### config.mk
export PLATFORM = sky130hd
export DESIGN_NAME = bar_framed_message_deframer
export DESIGN_NICKNAME = d
export VERILOG_FILES = /design/src/sv/bfmd_pkg.sv /design/src/sv/bfmd_in_stage.sv /design/src/sv/bfmd_parser.sv /design/src/sv/bfmd_out_stage.sv /design/src/sv/bar_framed_message_deframer.sv
export SDC_FILE = /design/constraint.sdc
export NUM_CORES = 1
export LEC_CHECK = 0
export ABC_AREA = 1
export BUFFER_PORTS_ARGS = -buffer_cell sky130_fd_sc_hd__clkbuf_2
export CORE_ASPECT_RATIO = 1.25
export CORE_MARGIN = 3
export CORE_UTILIZATION = 36
export CTS_CLUSTER_SIZE = 24
export DETAILED_ROUTE_END_ITERATION = 7
export PLACE_DENSITY = 0.63
export SLEW_MARGIN = 5
export SYNTH_ARGS = -nofsm -noshare
export SYNTH_HDL_FRONTEND = slang
export SYNTH_SLANG_ARGS = --single-unit
### constraint.sdc
create_clock -name i_clk -period 2.96 [get_ports i_clk]
set_input_delay 0.296 -clock i_clk [delete_from_list [all_inputs] [get_ports i_clk]]
set_output_delay 0.296 -clock i_clk [all_outputs]
set_load 0.03 [all_outputs]
### src/sv/bfmd_pkg.sv
package bfmd_pkg;

    // default build-time limits
    localparam int MAX_BODY_BYTES_DEF   = 4096;
    localparam int CODE_CHARS_MAX_DEF   = 3;
    localparam int LENGTH_CHARS_MAX_DEF = 15;

    // fixed field widths
    localparam int BYTE_W   = 8;
    localparam int LEN_W    = 13;
    localparam int CODE_W   = 24;
    localparam int FCOUNT_W = 4;
    localparam int OUT_TDATA_W = 56;

    // characters of the framing
    localparam logic [7:0] CHR_BAR   = 8'h7C;
    localparam logic [7:0] CHR_LF    = 8'h0A;
    localparam logic [7:0] CHR_CR    = 8'h0D;
    localparam logic [7:0] CHR_SPACE = 8'h20;
    localparam logic [7:0] CHR_TAB   = 8'h09;
    localparam logic [7:0] CHR_VT    = 8'h0B;
    localparam logic [7:0] CHR_FF    = 8'h0C;
    localparam logic [7:0] CHR_MINUS = 8'h2D;
    localparam logic [7:0] CHR_PLUS  = 8'h2B;
    localparam logic [7:0] CHR_ZERO  = 8'h30;
    localparam logic [7:0] CHR_NINE  = 8'h39;

    // reset values of the configuration registers
    localparam logic [7:0]       VERSION_RST  = 8'h31;
    localparam logic [LEN_W-1:0] MAX_BODY_RST = 13'd4096;

    // configuration register indexes
    typedef enum logic {
        REG_EXPECTED_VERSION = 1'b0,
        REG_MAX_BODY_LENGTH  = 1'b1
    } t_reg_index;

    typedef enum logic [2:0] {
        PH_IDLE = 3'd0,
        PH_VBAR = 3'd1,
        PH_CODE = 3'd2,
        PH_LEAD = 3'd3,
        PH_NUM  = 3'd4,
        PH_BODY = 3'd5
    } t_phase;

    typedef enum logic [1:0] {
        ST_OK      = 2'd0,
        ST_VERSION = 2'd1,
        ST_ILL     = 2'd2,
        ST_DISC    = 2'd3
    } t_status;

    typedef struct packed {
        logic [BYTE_W-1:0] rx_byte;
        logic              link_closed;
    } t_in_item;

    typedef struct packed {
        logic [BYTE_W-1:0] expected_version;
        logic [LEN_W-1:0]  max_body_length;
    } t_cfg;

    typedef struct packed {
        logic [BYTE_W-1:0] data_byte;
        logic              has_byte;
        logic              end_of_message;
        t_status           status;
        logic [CODE_W-1:0] code_chars;
        logic [1:0]        code_count;
        logic [LEN_W-1:0]  body_length;
    } t_result;

    // handshake between the stages
    typedef struct packed {
        logic advance;
        logic load;
    } t_stage_ctl;

endpackage

### src/sv/bfmd_in_stage.sv
module bfmd_in_stage (
    input  logic               i_clk,
    input  logic               i_rst_n,
    input  logic               i_valid,
    output logic               o_ready,
    input  bfmd_pkg::t_in_item i_item,
    input  logic               i_advance,
    output logic               o_valid,
    output bfmd_pkg::t_in_item o_item
);

    logic               r_valid;
    bfmd_pkg::t_in_item r_item;

    // room when empty or when the held beat moves on this cycle
    assign o_ready = !r_valid || i_advance;

    always_ff @(posedge i_clk) begin
        if (!i_rst_n) begin
            r_valid <= 1'b0;
        end else if (o_ready) begin
            r_valid <= i_valid;
        end
    end

    always_ff @(posedge i_clk) begin
        if (o_ready && i_valid) begin
            r_item <= i_item;
        end
    end

    assign o_valid = r_valid;
    assign o_item  = r_item;

endmodule

### src/sv/bfmd_parser.sv
module bfmd_parser #(
    parameter int MAX_BODY_BYTES   = bfmd_pkg::MAX_BODY_BYTES_DEF,
    parameter int CODE_CHARS_MAX   = bfmd_pkg::CODE_CHARS_MAX_DEF,
    parameter int LENGTH_CHARS_MAX = bfmd_pkg::LENGTH_CHARS_MAX_DEF
) (
    input  logic               i_clk,
    input  logic               i_rst_n,
    input  logic               i_advance,
    input  bfmd_pkg::t_in_item i_item,
    input  bfmd_pkg::t_cfg     i_cfg,
    output logic               o_has_result,
    output bfmd_pkg::t_result  o_result
);

    localparam int AW   = $clog2(MAX_BODY_BYTES + 1);
    localparam int MW   = AW + 4;
    localparam int CMPW = (AW > bfmd_pkg::LEN_W) ? AW : bfmd_pkg::LEN_W;

    bfmd_pkg::t_phase                 r_phase, n_phase;
    logic [bfmd_pkg::FCOUNT_W-1:0]    r_field_count, n_field_count;
    logic [bfmd_pkg::CODE_W-1:0]      r_code_store, n_code_store;
    logic [AW-1:0]                    r_length_accum, n_length_accum;
    logic                             r_length_overflow, n_length_overflow;
    logic                             r_length_digits_done, n_length_digits_done;
    logic                             r_length_negative, n_length_negative;
    logic [AW-1:0]                    r_body_remaining, n_body_remaining;
    logic [AW-1:0]                    r_declared_length, n_declared_length;

    logic [7:0]    c;
    logic          digit;
    logic          is_ws;
    logic          is_atoi_ws;
    logic [MW-1:0] acc_next;
    logic          acc_over;
    logic          len_bad;
    logic          code_full;
    logic          len_full;
    logic          last_body;

    assign c     = i_item.rx_byte;
    assign digit = (c >= bfmd_pkg::CHR_ZERO) && (c <= bfmd_pkg::CHR_NINE);
    assign is_ws = (c == bfmd_pkg::CHR_LF) || (c == bfmd_pkg::CHR_CR)
                || (c == bfmd_pkg::CHR_SPACE);
    assign is_atoi_ws = is_ws || (c == bfmd_pkg::CHR_TAB) || (c == bfmd_pkg::CHR_VT)
                     || (c == bfmd_pkg::CHR_FF);

    // accum * 10 + digit, as two shifts and adds
    assign acc_next = {1'b0, r_length_accum, 3'b000} + {3'b000, r_length_accum, 1'b0}
                    + MW'(c[3:0]);
    assign acc_over = acc_next > MW'(MAX_BODY_BYTES);

    // accum never exceeds MAX_BODY_BYTES, so the register limit alone decides
    assign len_bad = r_length_negative || r_length_overflow
                  || (r_length_accum == '0)
                  || (CMPW'(r_length_accum) > CMPW'(i_cfg.max_body_length));

    assign code_full = r_field_count >= bfmd_pkg::FCOUNT_W'(CODE_CHARS_MAX);
    assign len_full  = r_field_count >= bfmd_pkg::FCOUNT_W'(LENGTH_CHARS_MAX);
    assign last_body = r_body_remaining <= AW'(1);

    // next state
    always_comb begin
        n_phase              = r_phase;
        n_field_count        = r_field_count;
        n_code_store         = r_code_store;
        n_length_accum       = r_length_accum;
        n_length_overflow    = r_length_overflow;
        n_length_digits_done = r_length_digits_done;
        n_length_negative    = r_length_negative;
        n_body_remaining     = r_body_remaining;
        n_declared_length    = r_declared_length;
        if (i_item.link_closed) begin
            n_phase = bfmd_pkg::PH_IDLE;
        end else begin
            unique case (r_phase)
                bfmd_pkg::PH_IDLE: begin
                    if (!is_ws && (c == i_cfg.expected_version)) begin
                        n_phase = bfmd_pkg::PH_VBAR;
                    end
                end
                bfmd_pkg::PH_VBAR: begin
                    if (c == bfmd_pkg::CHR_BAR) begin
                        n_phase       = bfmd_pkg::PH_CODE;
                        n_field_count = '0;
                    end else begin
                        n_phase = bfmd_pkg::PH_IDLE;
                    end
                end
                bfmd_pkg::PH_CODE: begin
                    if (c == bfmd_pkg::CHR_BAR) begin
                        n_phase       = bfmd_pkg::PH_LEAD;
                        n_field_count = '0;
                    end else if (code_full) begin
                        n_phase = bfmd_pkg::PH_IDLE;
                    end else begin
                        // only the first three characters are kept
                        unique case (r_field_count)
                            4'd0:    n_code_store[23:16] = r_code_store[23:16] | c;
                            4'd1:    n_code_store[15:8]  = r_code_store[15:8] | c;
                            4'd2:    n_code_store[7:0]   = r_code_store[7:0] | c;
                            default: n_code_store        = r_code_store;
                        endcase
                        n_field_count = r_field_count + 1'b1;
                    end
                end
                bfmd_pkg::PH_LEAD, bfmd_pkg::PH_NUM: begin
                    if (c == bfmd_pkg::CHR_BAR) begin
                        if (len_bad) begin
                            n_phase = bfmd_pkg::PH_IDLE;
                        end else begin
                            n_phase           = bfmd_pkg::PH_BODY;
                            n_body_remaining  = r_length_accum;
                            n_declared_length = r_length_accum;
                        end
                    end else if (len_full) begin
                        n_phase = bfmd_pkg::PH_IDLE;
                    end else begin
                        n_field_count = r_field_count + 1'b1;
                        if (r_phase == bfmd_pkg::PH_LEAD && is_atoi_ws) begin
                            n_phase = bfmd_pkg::PH_LEAD;
                        end else if (r_phase == bfmd_pkg::PH_LEAD && c == bfmd_pkg::CHR_MINUS) begin
                            n_phase           = bfmd_pkg::PH_NUM;
                            n_length_negative = 1'b1;
                        end else if (r_phase == bfmd_pkg::PH_LEAD && c == bfmd_pkg::CHR_PLUS) begin
                            n_phase = bfmd_pkg::PH_NUM;
                        end else if (r_phase == bfmd_pkg::PH_NUM && r_length_digits_done) begin
                            n_phase = bfmd_pkg::PH_NUM;
                        end else if (digit) begin
                            n_phase = bfmd_pkg::PH_NUM;
                            if (!r_length_overflow) begin
                                if (acc_over) begin
                                    n_length_overflow = 1'b1;
                                    n_length_accum    = '0;
                                end else begin
                                    n_length_accum = acc_next[AW-1:0];
                                end
                            end
                        end else begin
                            n_phase              = bfmd_pkg::PH_NUM;
                            n_length_digits_done = 1'b1;
                        end
                    end
                end
                bfmd_pkg::PH_BODY: begin
                    if (last_body) begin
                        n_phase = bfmd_pkg::PH_IDLE;
                    end else begin
                        n_body_remaining = r_body_remaining - 1'b1;
                    end
                end
                default: n_phase = bfmd_pkg::PH_IDLE;
            endcase
        end

        // every return to idle starts a clean frame
        if (n_phase == bfmd_pkg::PH_IDLE) begin
            n_field_count        = '0;
            n_code_store         = '0;
            n_length_accum       = '0;
            n_length_overflow    = 1'b0;
            n_length_digits_done = 1'b0;
            n_length_negative    = 1'b0;
            n_body_remaining     = '0;
            n_declared_length    = '0;
        end
    end

    // result of this beat
    always_comb begin
        o_has_result            = 1'b0;
        o_result.data_byte      = '0;
        o_result.has_byte       = 1'b0;
        o_result.end_of_message = 1'b1;
        o_result.status         = bfmd_pkg::ST_OK;
        o_result.code_chars     = r_code_store;
        o_result.body_length    = '0;
        priority if (r_code_store[7:0] != 8'h00) begin
            o_result.code_count = 2'd3;
        end else if (r_code_store[15:8] != 8'h00) begin
            o_result.code_count = 2'd2;
        end else if (r_code_store[23:16] != 8'h00) begin
            o_result.code_count = 2'd1;
        end else begin
            o_result.code_count = 2'd0;
        end

        if (i_item.link_closed) begin
            o_has_result    = 1'b1;
            o_result.status = bfmd_pkg::ST_DISC;
        end else begin
            unique case (r_phase)
                bfmd_pkg::PH_IDLE: begin
                    if (!is_ws && (c != i_cfg.expected_version)) begin
                        o_has_result    = 1'b1;
                        o_result.status = bfmd_pkg::ST_VERSION;
                    end
                end
                bfmd_pkg::PH_VBAR: begin
                    if (c != bfmd_pkg::CHR_BAR) begin
                        o_has_result    = 1'b1;
                        o_result.status = bfmd_pkg::ST_ILL;
                    end
                end
                bfmd_pkg::PH_CODE: begin
                    if (c != bfmd_pkg::CHR_BAR && code_full) begin
                        o_has_result    = 1'b1;
                        o_result.status = bfmd_pkg::ST_ILL;
                    end
                end
                bfmd_pkg::PH_LEAD, bfmd_pkg::PH_NUM: begin
                    if ((c == bfmd_pkg::CHR_BAR) ? len_bad : len_full) begin
                        o_has_result    = 1'b1;
                        o_result.status = bfmd_pkg::ST_ILL;
                    end
                end
                bfmd_pkg::PH_BODY: begin
                    o_has_result            = 1'b1;
                    o_result.data_byte      = c;
                    o_result.has_byte       = 1'b1;
                    o_result.end_of_message = last_body;
                    o_result.body_length    = bfmd_pkg::LEN_W'(r_declared_length);
                    if (last_body && c != bfmd_pkg::CHR_BAR) begin
                        o_result.status = bfmd_pkg::ST_ILL;
                    end
                end
                default: o_has_result = 1'b0;
            endcase
        end
    end

    always_ff @(posedge i_clk) begin
        if (!i_rst_n) begin
            r_phase              <= bfmd_pkg::PH_IDLE;
            r_field_count        <= '0;
            r_code_store         <= '0;
            r_length_accum       <= '0;
            r_length_overflow    <= 1'b0;
            r_length_digits_done <= 1'b0;
            r_length_negative    <= 1'b0;
            r_body_remaining     <= '0;
            r_declared_length    <= '0;
        end else if (i_advance) begin
            r_phase              <= n_phase;
            r_field_count        <= n_field_count;
            r_code_store         <= n_code_store;
            r_length_accum       <= n_length_accum;
            r_length_overflow    <= n_length_overflow;
            r_length_digits_done <= n_length_digits_done;
            r_length_negative    <= n_length_negative;
            r_body_remaining     <= n_body_remaining;
            r_declared_length    <= n_declared_length;
        end
    end

endmodule

### src/sv/bfmd_out_stage.sv
module bfmd_out_stage (
    input  logic                 i_clk,
    input  logic                 i_rst_n,
    input  bfmd_pkg::t_stage_ctl i_ctl,
    input  bfmd_pkg::t_result    i_result,
    input  logic                 i_ready,
    output logic                 o_free,
    output logic                 o_valid,
    output bfmd_pkg::t_result    o_result
);

    logic              r_valid;
    bfmd_pkg::t_result r_result;

    // the register can take a new result when empty or drained this cycle
    assign o_free = !r_valid || i_ready;

    always_ff @(posedge i_clk) begin
        if (!i_rst_n) begin
            r_valid <= 1'b0;
        end else if (o_free) begin
            r_valid <= i_ctl.advance && i_ctl.load;
        end
    end

    always_ff @(posedge i_clk) begin
        if (i_ctl.advance && i_ctl.load) begin
            r_result <= i_result;
        end
    end

    assign o_valid  = r_valid;
    assign o_result = r_result;

endmodule

### src/sv/bar_framed_message_deframer.sv
// Deframer for V|CODE|LEN|body messages on a byte stream. One byte is taken
// per beat on s_axis and the block sustains one byte per clock while
// m_axis_tready stays high. A byte is held in the input register until the
// result register has room, is parsed combinationally, and its result is
// registered in the result register, from which m_axis takes the result beat.
// Header bytes and skipped whitespace produce no output beat; each body byte
// produces one. A header error or a dropped link produces one beat with tuser
// low, tlast high and the error status; a body whose last byte is not a bar
// ends with that byte, tuser high, tlast high and status ill-formed.
// s_axis_tready follows m_axis_tready combinationally when both stages hold a
// beat. Configuration writes are always accepted and must be issued only while
// the block is idle.
module bar_framed_message_deframer #(
    parameter int MAX_BODY_BYTES   = bfmd_pkg::MAX_BODY_BYTES_DEF,
    parameter int CODE_CHARS_MAX   = bfmd_pkg::CODE_CHARS_MAX_DEF,
    parameter int LENGTH_CHARS_MAX = bfmd_pkg::LENGTH_CHARS_MAX_DEF
) (
    input  logic                             i_clk,
    input  logic                             i_rst_n,
    // input byte stream
    input  logic                             s_axis_tvalid,
    output logic                             s_axis_tready,
    input  logic [7:0]                       s_axis_tdata,  // rx_byte
    input  logic                             s_axis_tuser,  // link_closed
    // result stream
    output logic                             m_axis_tvalid,
    input  logic                             m_axis_tready,
    // data_byte[7:0], status[9:8], code_chars[33:10], code_count[35:34],
    // body_length[48:36], zero fill [55:49]
    output logic [bfmd_pkg::OUT_TDATA_W-1:0] m_axis_tdata,
    output logic                             m_axis_tuser,  // has_byte
    output logic                             m_axis_tlast,  // end_of_message
    // configuration writes
    input  logic                             i_cfg_valid,
    output logic                             o_cfg_ready,
    input  logic                             i_cfg_index,
    input  logic [bfmd_pkg::LEN_W-1:0]       i_cfg_data
);

    bfmd_pkg::t_cfg       r_cfg;
    bfmd_pkg::t_in_item   in_item;
    bfmd_pkg::t_in_item   held_item;
    logic                 held_valid;
    logic                 out_free;
    logic                 has_result;
    bfmd_pkg::t_result    result;
    bfmd_pkg::t_result    out_result;
    bfmd_pkg::t_stage_ctl ctl;

    // configuration registers
    assign o_cfg_ready = 1'b1;

    always_ff @(posedge i_clk) begin
        if (!i_rst_n) begin
            r_cfg.expected_version <= bfmd_pkg::VERSION_RST;
            r_cfg.max_body_length  <= bfmd_pkg::MAX_BODY_RST;
        end else if (i_cfg_valid) begin
            unique case (bfmd_pkg::t_reg_index'(i_cfg_index))
                bfmd_pkg::REG_EXPECTED_VERSION: r_cfg.expected_version <= i_cfg_data[7:0];
                bfmd_pkg::REG_MAX_BODY_LENGTH:  r_cfg.max_body_length  <= i_cfg_data;
                default:                        r_cfg                  <= r_cfg;
            endcase
        end
    end

    assign in_item.rx_byte     = s_axis_tdata;
    assign in_item.link_closed = s_axis_tuser;

    // the held byte is parsed when the result register has room
    assign ctl.advance = held_valid && out_free;
    assign ctl.load    = has_result;

    bfmd_in_stage u_in_stage (
        .i_clk     (i_clk),
        .i_rst_n   (i_rst_n),
        .i_valid   (s_axis_tvalid),
        .o_ready   (s_axis_tready),
        .i_item    (in_item),
        .i_advance (ctl.advance),
        .o_valid   (held_valid),
        .o_item    (held_item)
    );

    bfmd_parser #(
        .MAX_BODY_BYTES   (MAX_BODY_BYTES),
        .CODE_CHARS_MAX   (CODE_CHARS_MAX),
        .LENGTH_CHARS_MAX (LENGTH_CHARS_MAX)
    ) u_parser (
        .i_clk        (i_clk),
        .i_rst_n      (i_rst_n),
        .i_advance    (ctl.advance),
        .i_item       (held_item),
        .i_cfg        (r_cfg),
        .o_has_result (has_result),
        .o_result     (result)
    );

    bfmd_out_stage u_out_stage (
        .i_clk    (i_clk),
        .i_rst_n  (i_rst_n),
        .i_ctl    (ctl),
        .i_result (result),
        .i_ready  (m_axis_tready),
        .o_free   (out_free),
        .o_valid  (m_axis_tvalid),
        .o_result (out_result)
    );

    assign m_axis_tdata = {7'b0000000, out_result.body_length, out_result.code_count,
                           out_result.code_chars, out_result.status,
                           out_result.data_byte};
    assign m_axis_tuser = out_result.has_byte;
    assign m_axis_tlast = out_result.end_of_message;

    // a clean end of message always carries the closing bar
    a_ok_end_is_bar: assert property (@(posedge i_clk) disable iff (!i_rst_n)
        (m_axis_tvalid && m_axis_tlast && m_axis_tuser
         && out_result.status == bfmd_pkg::ST_OK)
        |-> out_result.data_byte == bfmd_pkg::CHR_BAR)
        else $error("ok end of message without closing bar");

    // beats without a body byte are error reports that close the message
    a_error_beat: assert property (@(posedge i_clk) disable iff (!i_rst_n)
        (m_axis_tvalid && !m_axis_tuser)
        |-> (m_axis_tlast && out_result.status != bfmd_pkg::ST_OK
             && out_result.body_length == '0 && out_result.data_byte == '0))
        else $error("malformed error beat");

    // a held byte is not dropped while the result register is blocked
    a_hold_byte: assert property (@(posedge i_clk) disable iff (!i_rst_n)
        (held_valid && !out_free) |=> held_valid)
        else $error("input byte lost under stall");

endmodule

After elaboration in Yosys (flattened, before gate mapping)
Cells that the tools add are included.
{"block": "totals", "register_bits": 156, "latchBits": 0, "mem_bits_rw": 0, "mem_bits_ro": 0, "input_bits": 28, "output_inout_bits": 61, "memories": 0}
{"block": "classes", "add_sub_neg": 4, "mul": 0, "div_mod_pow": 0, "n_lt_le_gt_ge": 7, "eq_ne": 37, "shift": 0, "mux": 93, "n_bitwise": 5, "n_reduce_logical": 57}
{"cell": "$mux 13", "n": 20}
{"cell": "$mux 24", "n": 5}
{"cell": "$eq 8x4->1 const B", "n": 5}
{"cell": "$mux 1", "n": 38}
{"cell": "$mux 4", "n": 7}
{"cell": "$mux 3", "n": 9}
{"cell": "$pmux 13 s2", "n": 1}
{"cell": "$eq 8x6->1 const B", "n": 3}
{"cell": "$mux 8", "n": 3}
{"cell": "$or 8x8->8", "n": 3}
{"cell": "$reduce_and 6->1", "n": 4}
{"cell": "$reduce_bool 8->1", "n": 3}
{"cell": "$reduce_and 10->1", "n": 2}
{"cell": "$ne 2x2->1 const B", "n": 9}
{"cell": "$add 16x14->17", "n": 1}
{"cell": "$add 17x4->17", "n": 1}
{"cell": "$gt 17x13->1 const B", "n": 1}
{"cell": "$reduce_bool 2->1", "n": 8}
{"cell": "$pmux 3 s5", "n": 1}
{"cell": "$reduce_and 7->1", "n": 2}
{"cell": "$gt 13x13->1", "n": 1}
{"cell": "$le 13x1->1 const B", "n": 1}
{"cell": "$logic_not 13->1", "n": 1}
{"cell": "$sub 13x1->13 const B", "n": 1}
{"cell": "other kinds (35)", "n": 73}

Longest topological paths before layout
{"block": "logic_depth", "word_depth": 15, "mapped_depth": 22, "depth_no_buf": 20}

Modules after synthesis
From an unflattened synthesis, not the netlist that was laid out.
{"block": "hier_totals", "hier_cells": 1084, "hier_area_um2": 8341.8}
{"mod": "bfmd_parser", "instances": 1, "cells_per_inst": 893, "area_per_inst_um2": 5582.9, "seq_area_each_um2": 1461.4}
{"mod": "bfmd_out_stage", "instances": 1, "cells_per_inst": 58, "area_per_inst_um2": 1581.5, "seq_area_each_um2": 1551.5}
{"mod": "bar_framed_message_deframer", "instances": 1, "cells_per_inst": 117, "area_per_inst_um2": 855.8, "seq_area_each_um2": 420.4}
{"mod": "bfmd_in_stage", "instances": 1, "cells_per_inst": 16, "area_per_inst_um2": 321.6, "seq_area_each_um2": 290.3}

Least setup slack after synthesis
No wires, ideal clock.
{"block": "synth_path", "path_kind": "register -> register", "from": "reg u_in_stage.r_item (netlist bit u_in_stage.o_item[4])", "to": "reg u_parser.r_length_accum[11]", "t_arrival_ps": 3035, "t_required_ps": 2847, "setup_slack_ps": -188, "path_stages_with_launch": 16, "path_buffers": 1, "synth_period_minus_slack_ps": 3148, "path_cell_list": "edfxtp_1 > fa_1 > inv_1 > fa_1 > o31ai_2 > a21oi_1 > xor2_1 > nand2_1 > nor2_1 > nand2_1 > nand2_1 > nand2_1 > clkbuf_1 > nor2_1 > nor2_1 > nor2_1"}
{"block": "synth_between", "elab_chain_cells": 15, "word_cells_on_any_way": 57}
{"element": "from (decl)", "line_no": "bfmd_in_stage.sv:13", "rtl": "bfmd_pkg::t_in_item r_item;"}
{"element": "from (signal assigned)", "line_no": "bfmd_in_stage.sv:28", "rtl": "r_item <= i_item;"}
{"element": "branches (longest 15 deep; another with $add 17x4->17)"}
{"element": "to (signal assigned)", "line_no": "bfmd_parser.sv:246", "rtl": "r_length_accum <= n_length_accum;"}
{"element": "to (decl)", "line_no": "bfmd_parser.sv:22", "rtl": "logic [AW-1:0] r_length_accum, n_length_accum;"}
Several ways; the timed one is not identified. The select of a mux whose other input is x is not followed.
A chain may end at the register's enable or synchronous reset.

Worst setup path in the final report
{"block": "layout_path", "from": "reg u_in_stage.r_item (netlist bit u_in_stage.o_item[4])", "to": "reg u_parser.r_length_accum[4]"}
The elaborated chain is that of the path after synthesis.

==> results_dict.tcl <==
set metrics [dict create \
    worst_setup_path_start_kind "flip-flop" \
    dr.first_iter.drc_count 402 \
    worst-path-max-fanout 14 \
    yosysSeqAreaShare_pct 45.4 \
    viasPerCell 4.89 \
    synth_top_area_cell "dfxtp_1" \
    ys_top_cells_by_count "nand2_1, nor2_1, inv_1, dfxtp_1, a21oi_1" \
    grt_pass1_wl_microns 33500 \
    fmax_ghz 0.340 \
    post-route-period-util_pct 99.4 \
    final_area_sq_um 9760 \
    crit_required_ns 3.28 \
    wl_per_cell_microns 14.4 \
    synth_mux_area_share_pct 0 \
    final.fill_count 2256 \
    portBuffers 80 \
    drive_above_1_share_pct 17.1 \
    endpoint_kind "flip-flop" \
    ir_drop_v 0.000429 \
    htree_num_levels 4 \
    cts_inserted_buffers 17 \
    synth_fa_ha_area_share_pct 7.21 \
    power_density_nw_per_um2 582 \
    synth_top_family_by_area "simple AND/OR/NAND/NOR gates" \
    synth_edf_count 60 \
    critical_path_class "flip-flop to flip-flop" \
    wl_microns 20800 \
    min_period_ns 2.94 \
    cp.arrival_ns 3.26 \
    ys_ff_latch 156 \
    track_usage_pct 17.0 \
    finalHoldViolations 0 \
    maxCapViolations 0 \
    antennaDiodeCount 0 \
    grt_pass1_vias 6754 \
    routabilityCongestion 0.864 \
    rsz0062_at_grt "true" \
    cts-root-buf "clkbuf_16" \
    clk_latency_ns 0.43 \
    pre_cts_slack_ns -0.0180 \
    dieArea_sq_um 24600 \
    worst_pin_slew_ns 0.706 \
    die_h_microns 175 \
    yosysWarnings 0 \
    clock_sinks 156 \
    relSlewSlack_pct 52.8 \
    yosysTopAreaCellShare_pct 23.5 \
    fin_skew_ns 0.00875 \
    die_w_microns 141 \
    setup_ws_ns 0.0185 \
    cts.path.max_buffers 2 \
    yosysMostFrequentCell "nand2_1" \
    outcome "complete, no violations" \
    areaGrowthSynthToFinish_pct 19.1 \
    vias 7050 \
    initial_core_util_pct 36.8 \
    synth_compound_area_share_pct 11.9 \
    path_clk_slew_ns 0.07 \
    leakagePower_nw 4.28 \
    synthCells 1047 \
    drc 0 \
    drv_slew 0 \
    boundaryPins 89 \
    place_area_sq_um 9010 \
    antenna_found_initial 0 \
    avgSynthCellArea_sq_um 7.83 \
    yosys.area_share.simple_pct 23.8 \
    min_path_type "primary input to flip-flop" \
    overflow 0 \
    core_area_sq_um 22300 \
    synth_area_sq_um 8190 \
    nets 1221 \
    p_total_mw 5.68 \
    cts_tree "built" \
    synthFlopType "dfxtp_1" \
    yosys.area_share.xor_xnor_pct 2.24 \
    rows 61 \
    first_pass_iters 5 \
    grt_start_max_net_pins 52 \
    hpwl_microns 15700 \
    drtAntennaViolNets 0 \
    synthArstFlopShare_pct 0 \
    setup-violations-final 0 \
    synth_area_leaders "dfxtp_1, edfxtp_1, nand2_1" \
    synth.distinct_cells 52 \
]
==> worst max-delay path, stage by stage, from the launching register on <==
cell	delay [ns]
edfxtp_1	0.43
fa_1	0.58
inv_2	0.05
fa_2	0.38
o31ai_4	0.26
nand3_1	0.13
nand2_2	0.10
buf_4	0.11
a21oi_1	0.06
xor2_1	0.19
nand2_1	0.09
nand2_2	0.08
buf_12	0.15
nor2_1	0.05
nor2_1	0.10
nor2_1	0.06
==> metrics by stage <==
step / instances / utilization [%] / setup TNS (ns) / hold WS (ns)
detailed placement: 1403 / 40.4 / -0.0196 / 0.415
CTS: 1437 / 43.2 / 0 / 0.0435
global route: 1443 / 43.8 / -2.75 / 0.0431
global placement: 1403 / 40.4 / 0 / 0.413
floorplan: 1053 / - / 0 / 0.395
finish: 1443 / 43.8 / 0 / 0.0493
==> cell usage in the layout, fill, tap and decap left out, types with 13 or more instances in the layout <==
master / Yosys / routed
nand2_1: 192 / 188
buf_4: 11 / 30
ha_1: 44 / 44
nor2_1: 166 / 160
clkbuf_2: 0 / 80
inv_1: 126 / 124
dfxtp_1: 96 / 95
nand3_1: 61 / 60
o21ai_1: 18 / 18
clkbuf_16: 0 / 18
o21ai_0: 42 / 42
inv_2: 12 / 13
edfxtp_1: 60 / 60
nand4_1: 13 / 13
a21oi_1: 92 / 91
xor2_1: 15 / 14
==> registers in the layout, summed over array words and instances, names as in the netlist <==
register / cells
u_out_stage.o_result: 51
u_parser.r_code_store: 24
r_cfg: 21
u_parser.r_body_remaining: 13
u_parser.r_declared_length: 13
u_parser.r_length_accum: 13
u_in_stage.o_item: 9
u_parser.r_field_count: 4
u_parser.r_phase: 3
u_in_stage.o_valid: 1
u_out_stage.o_valid: 1
u_parser.r_length_digits_done: 1
u_parser.r_length_negative: 1
u_parser.r_length_overflow: 1
==> cell families after synthesis <==
| group | Yosys count |
|---|---|
| DFF | 156 |
| adders and majority gates | 46 |
| AOI/OAI and AO/OA | 177 |
| and+or+nand+nor | 463 |
| buffers and inverters | 182 |
| xor gates and xnor gates | 21 |
| other | 2 |
==> layer usage <==
metal,vias up,global-route usage (%),part of all wire [%]
met5,-,0,0
met4,0,6.70,2.5
met3,33,2.52,4.1
met2,164,31.4,52
met1,3263,19.5,41
li1,3590,-,-
==> what timing repair did <==
item | in CTS | in global routing
setup endpoints to repair | 13 | 60
hold buffers | 0 | 0
cloned | 0 | 1
hold endpoints to repair | 0 | 0
resized for setup | 0 | 20
pin swaps | 6 | 3
setup buffers | 2 | 5
==> final cells by class <==
type | count | area [sq um] | area share, %
Multi-Input combinational cell | 716 | 3810 | 39.1
Sequential cell | 156 | 3720 | 38.2
Timing Repair Buffer | 115 | 726 | 7.43
Inverter | 141 | 537 | 5.50
Clock buffer | 19 | 454 | 4.65
Tap cell | 283 | 354 | 3.63
Clock inverter | 13 | 151 | 1.55
==> worst paths after layout <==
check | slack (ns) | startpoint | to | depth (start not counted)
setup / recovery | 0.02 | u_in_stage.o_item[4] | u_parser.r_length_accum[4] | 15
hold / removal | 0.05 | s_axis_tdata[0] | u_in_stage.o_item[1] | 1
setup reg to reg | 0.02 | u_in_stage.o_item[4] | u_parser.r_length_accum[4] | 15
hold reg to reg | 0.43 | u_parser.r_code_store[20] | u_out_stage.o_result[35] | 0
==> report_power, final <==
group          switching, mW  internal (mW)  leakage [nW]
registers             0.0769           2.36          1.34
logic                  0.659          0.338          2.64
clock network          0.938           1.31         0.296
total                   1.67           4.01          4.28
(Power assumes the default switching activity.)
